**src/rtl/stroked_polyline_bounding_box_core_macros.svh**
```systemverilog
// Assertion macros shared by the stroked polyline bounding box RTL
`ifndef STROKED_POLYLINE_BOUNDING_BOX_CORE_MACROS_SVH
`define STROKED_POLYLINE_BOUNDING_BOX_CORE_MACROS_SVH

// Same-cycle implication, disabled while reset is low
`define SPBB_ASSERT_IMPL(lbl, clk, rstn, ante, cons) \
    lbl: assert property (@(posedge clk) disable iff (!rstn) (ante) |-> (cons)) \
        else $error("spbb same-cycle check failed");

// Next-cycle implication, disabled while reset is low
`define SPBB_ASSERT_NEXT(lbl, clk, rstn, ante, cons) \
    lbl: assert property (@(posedge clk) disable iff (!rstn) (ante) |=> (cons)) \
        else $error("spbb next-cycle check failed");

`endif

```
**src/rtl/spbb_pkg.sv**
```systemverilog
// Shared constants and types of the stroked polyline bounding box core
`default_nettype none

package spbb_pkg;

    localparam int COORD_BITS = 16;
    localparam int FRAC_BITS  = 14;

    // unit vector component, signed Q2.FRAC_BITS
    localparam int CW     = FRAC_BITS + 2;
    // dot and cross products
    localparam int XW     = 2 * CW + 1;
    localparam int NORM_W = (COORD_BITS + 1 > 31) ? COORD_BITS + 1 : 31;
    localparam int NUM_W  = (FRAC_BITS + 33 > 2 * FRAC_BITS + 10) ?
                            FRAC_BITS + 33 : 2 * FRAC_BITS + 10;
    localparam int DEN_W  = (2 * FRAC_BITS + 5 > 34) ? 2 * FRAC_BITS + 5 : 34;
    localparam int REM_W  = DEN_W + 2;
    localparam int OP_W   = 64;
    localparam int SQRT_STEPS = 32;
    localparam int IT_CNT_W   = $clog2(NUM_W);
    localparam int BOX_W  = ((COORD_BITS > 2 * FRAC_BITS + 9) ?
                            COORD_BITS : 2 * FRAC_BITS + 9) + 2;
    localparam int MUL_W  = 32;
    localparam int PROD_W = 64;
    localparam int OUT_W  = 17;

    localparam int S_TDATA_W  = ((2 * COORD_BITS + 7) / 8) * 8;
    localparam int M_TDATA_W  = ((4 * OUT_W + 7) / 8) * 8;
    localparam int APB_ADDR_W = 4;

    localparam logic [1:0] REG_THICK = 2'd0;
    localparam logic [1:0] REG_MITER = 2'd1;
    localparam logic [1:0] REG_PROJ  = 2'd2;

    // cos(11 deg) in Q30
    localparam logic [63:0] COS_LIMIT_Q30 = 64'd1054014162;

    typedef struct packed {
        logic start;
        logic sqrt_mode;
    } it_ctrl_t;

endpackage

`default_nettype wire

```
**src/rtl/spbb_iter.sv**
```systemverilog
// Shared iterative unit: restoring square root and restoring division
`default_nettype none

module spbb_iter import spbb_pkg::*; (
    input  logic             aclk,
    input  logic             aresetn,
    input  it_ctrl_t         ctrl,
    input  logic [OP_W-1:0]  opnd,     // radicand, or numerator left aligned
    input  logic [DEN_W-1:0] den,
    output logic             done,
    output logic [NUM_W-1:0] res
);

    logic                busy_reg;
    logic                done_reg;
    logic                mode_reg;
    logic [IT_CNT_W-1:0] cnt_reg;
    logic [OP_W-1:0]     op_reg;
    logic [REM_W-1:0]    rem_reg;
    logic [NUM_W-1:0]    q_reg;
    logic [DEN_W-1:0]    den_reg;

    logic [REM_W-1:0] rs;
    logic [REM_W-1:0] trial;
    logic [REM_W-1:0] diff;
    logic             ge;

    // one digit per cycle through a single compare and subtract
    always_comb begin
        if (mode_reg) begin
            rs    = {rem_reg[REM_W-3:0], op_reg[OP_W-1 -: 2]};
            trial = REM_W'({q_reg, 2'b01});
        end else begin
            rs    = {rem_reg[REM_W-2:0], op_reg[OP_W-1]};
            trial = REM_W'(den_reg);
        end
        ge   = (rs >= trial);
        diff = rs - trial;
    end

    always_ff @(posedge aclk) begin
        if (!aresetn) begin
            busy_reg <= 1'b0;
            done_reg <= 1'b0;
        end else begin
            done_reg <= 1'b0;
            if (ctrl.start) begin
                busy_reg <= 1'b1;
                mode_reg <= ctrl.sqrt_mode;
                op_reg   <= opnd;
                den_reg  <= den;
                rem_reg  <= '0;
                q_reg    <= '0;
                cnt_reg  <= ctrl.sqrt_mode ? IT_CNT_W'(SQRT_STEPS - 1) : IT_CNT_W'(NUM_W - 1);
            end else if (busy_reg) begin
                rem_reg <= ge ? diff : rs;
                q_reg   <= {q_reg[NUM_W-2:0], ge};
                op_reg  <= mode_reg ? (op_reg << 2) : (op_reg << 1);
                if (cnt_reg == '0) begin
                    busy_reg <= 1'b0;
                    done_reg <= 1'b1;
                end else begin
                    cnt_reg <= cnt_reg - 1'b1;
                end
            end
        end
    end

    assign done = done_reg;
    assign res  = q_reg;

endmodule

`default_nettype wire

```
**config.mk**
```make
export PLATFORM = sky130hd
export DESIGN_NAME = spbb_iter
export DESIGN_NICKNAME = d
export VERILOG_FILES = /design/src/rtl/stroked_polyline_bounding_box_core_macros.svh /design/src/rtl/spbb_pkg.sv /design/src/rtl/spbb_iter.sv
export SDC_FILE = /design/constraint.sdc
export NUM_CORES = 1
export LEC_CHECK = 0
export BUFFER_PORTS_ARGS = -buffer_cell sky130_fd_sc_hd__buf_2
export CAP_MARGIN = 25
export CORE_ASPECT_RATIO = 1.4
export CORE_UTILIZATION = 55
export CTS_CLUSTER_DIAMETER = 100
export DETAILED_ROUTE_END_ITERATION = 12
export PLACE_DENSITY = 0.78
export SLEW_MARGIN = 20
export SYNTH_ARGS = -nofsm -noshare
export SYNTH_HDL_FRONTEND = slang
export SYNTH_SLANG_ARGS = --single-unit
```
**constraint.sdc**
```tcl
create_clock -name aclk -period 9.9 [get_ports aclk]
set_input_delay 0.495 -clock aclk [delete_from_list [all_inputs] [get_ports aclk]]
set_output_delay 0.495 -clock aclk [all_outputs]
set_load 0.01 [all_outputs]
```
==> impl_metrics.csv <==
group,metric,value,unit
floorplan,die-area,0.0202,mm2
global_routing,antenna_found_initial,1,
placed_design,dp_hpwl,15300,um
drt,drt-total-wl,22800,um
floorplan,die_width,120,um
placed_design,gp_congestion,0.850,
synth,synthCells,948,
global_routing,overflow,0,
final_layout,layout.nets,1211,
clock_tree,tritoncts,"yes",
timing,clock_skew,9.40,ps
final_layout,fill_cells,1614,
drt,viasPerCell,5.78,
timing,worst_slew_pin_slew,1000,ps
timing,setup_slack,5630,ps
power,p_leak,4.99,nW
final_layout,drive_gt1_share,23.2,%
power,ir_drop,0.137,mV
flow_run,timing.max_cap.violations,0,
clock_tree,cts_max_path_buffers,2,
drt,wl_per_cell,17.1,um
worst_setup_path,r2r_slack,5630,ps
placed_design,post-place-ws,5330,ps
final_layout,ff_latch_area,0.00566,mm2
clock_tree,root_buffer,"clkbuf_16",
synth,synth.largest_area_cell,"edfxtp_1",
synth,synth.distinct_cells,69,
drt,drc_errors,0,
worst_setup_path,critical_path_class,"reg -> reg",
final_layout,largest_reg_flops,64,
placed_design,io_buffers,149,
timing,drv_slew,0,
clock_tree,clkLatencyLatePin,440,ps
worst_setup_path,cp.required,10090,ps
worst_setup_path,cp-end-kind,"register",
synth,yosysSeqAreaShare,52.4,%
floorplan,core_region_area,0.0192,mm2
timing,rsz0062_at_grt,"false",
floorplan,die_h,168,um
final_layout,multiInputGateArea,0.00484,mm2
drt,vias,7701,
synth,synth_area,0.0108,mm2
timing,min_period,4270,ps
drt,wl_met1,9390,um
timing,whs,234,ps
floorplan,rows,60,
clock_tree,postCtsSetupBuffers,0,
worst_setup_path,crit_fanout,41,
synth,ys_top_cells_by_area,"edfxtp_1 52%, mux2i_1 9.0%, ha_1 4.3%",
drt,ant_nets,0,
run_status,outcome,"complete, no violations",
timing,setup_viol,0,
timing,fmax,234,MHz
worst_setup_path,critPathArrivalTime,4460,ps
clock_tree,htree_levels,4,
floorplan,initial_core_util,56.2,%
synth,synth_top_area_share,52.0,%
drt,top_layer_used,"met5",
synth,ys_ff_latch,189,
global_routing,grt_first_pass_wirelength,37600,um
final_layout,area_delta_synth_final,14.1,%
synth,yosys_warnings,0,
timing,timing.final.crit_share,43.1,%
global_routing,grt_usage,23.2,%
hold_path,hold_class,"in -> reg",
final_layout,final_cell_mix,"187 x edfxtp_1, 148 x buf_2, 100 x nand2_1",
final_layout,final_common_cell,"edfxtp_1",
power,total_power,2.32,mW
synth,synth-main-ff-cell,"edfxtp_1",
power,power_density,188,mW/mm2
clock_tree,ctsResizeCount,0,
clock_tree,numCtsBuffers,17,
timing,relSlewSlack,33.2,%
worst_setup_path,worstSetupStartpointType,"register",
clock_tree,clk_pin_slew,80,ps
floorplan,pin_count,150,
clock_tree,ctsHoldBuffers,0,
global_routing,grt_pass1_vias,7862,
synth,avgSynthCellArea,11.4,um2
synth,synth_nets,1088,
drt,drtIter0Drc,370,
global_routing,grt_max_degree,108,
drt,wl_met2,12100,um
synth,async_flop_share,0,%
clock_tree,clkSinkCount,189,
synth,synth_edf_count,187,
drt,wl_met3,877,um
drt,drtPass1Iterations,6,
timing,fin_setup_tns,0,ps
timing,final-hold-violation-count,0,
==> routing by layer <==
layer	vias up	track usage (%)
li1	3781	-
met1	3708	27.7
met3	29	4.51
met4	2	8.16
met5	-	0
met2	181	41.4
==> final timing paths <==
| path | from | endpoint | cells after the start |
|---|---|---|---|
| max | mode_reg | rem_reg[11] | 15 |
| min | den[12] | den_reg[12] | 1 |
| max reg2reg | mode_reg | rem_reg[11] | 15 |
| min reg2reg | busy_reg | done | 1 |
==> critical path, stage by stage, from the launching register on <==
cell and delay [ps]:
edfxtp_1 350, buf_4 450, mux2i_1 320, ha_1 210
inv_1 60, fa_1 430, a211oi_2 270, nor2_1 100
o31ai_2 250, nand2_2 150, a31oi_4 210, o211ai_2 170
o21ai_4 510, buf_16 240, a221oi_1 100, o21a_1 190
==> synth_stat cells (2+ instances only) <==
cell type	instances
o21bai_1	3
o21a_2	2
mux2i_1	97
xnor2_1	20
o21ai_0	82
nand2_2	2
dfxtp_1	2
nor2b_1	49
a21oi_1	64
o21ai_1	28
nand3_1	39
buf_2	4
o21a_1	5
nand2_1	100
ha_1	37
nand2b_1	4
o31a_1	2
edfxtp_1	187
a21boi_0	4
a21o_1	21
nor4_1	2
o211ai_2	3
nor3_2	2
a211o_1	3
a21o_2	2
inv_1	10
and2_1	2
a211oi_1	4
clkbuf_1	32
buf_6	5
xor2_1	11
nor3_1	9
or3_1	3
mux2_2	35
buf_1	13
a211oi_2	3
and3_1	3
and4_1	2
nor2_1	20
a31o_1	3
==> kinds of logic (layout without fill, tap and decap cells) <==
kind of cell | count (synthesis) | in the layout | synth area share, %
flops | 189 | 189 | 52.4
fa+ha+maj | 38 | 38 | 4.47
compound gates | 246 | 246 | 13.9
mux | 132 | 132 | 12.6
other cells | 0 | 1 | 0
xor+xnor | 31 | 31 | 2.51
simple gates | 247 | 247 | 11.2
buf+inv | 65 | 201 | 2.92
==> report_power, final <==
| group | internal (mW) | switching, mW |
|---|---|---|
| sequential | 0.965 | 0.0309 |
| clock | 0.363 | 0.340 |
| combinational | 0.265 | 0.354 |
==> metrics by stage <==
step	area [um2]	instances	util (%)
detailed placement	11700	1298	60.7
CTS	12300	1330	63.8
finish	12300	1333	64.1
global route	12300	1332	64.1
global placement	11600	1297	60.6
floorplan	10800	948	-
==> final cells by class <==
type	count	share of cell area (%)
Sequential cell	189	45.9
Multi-Input combinational cell	694	39.3
Timing Repair Buffer	159	7.10
Clock buffer	18	3.48
Tap cell	248	2.52
Clock inverter	14	1.36
Inverter	10	0.305
Antenna cell	1	0.0203
Note: power is estimated with default switching activity, not from simulation.
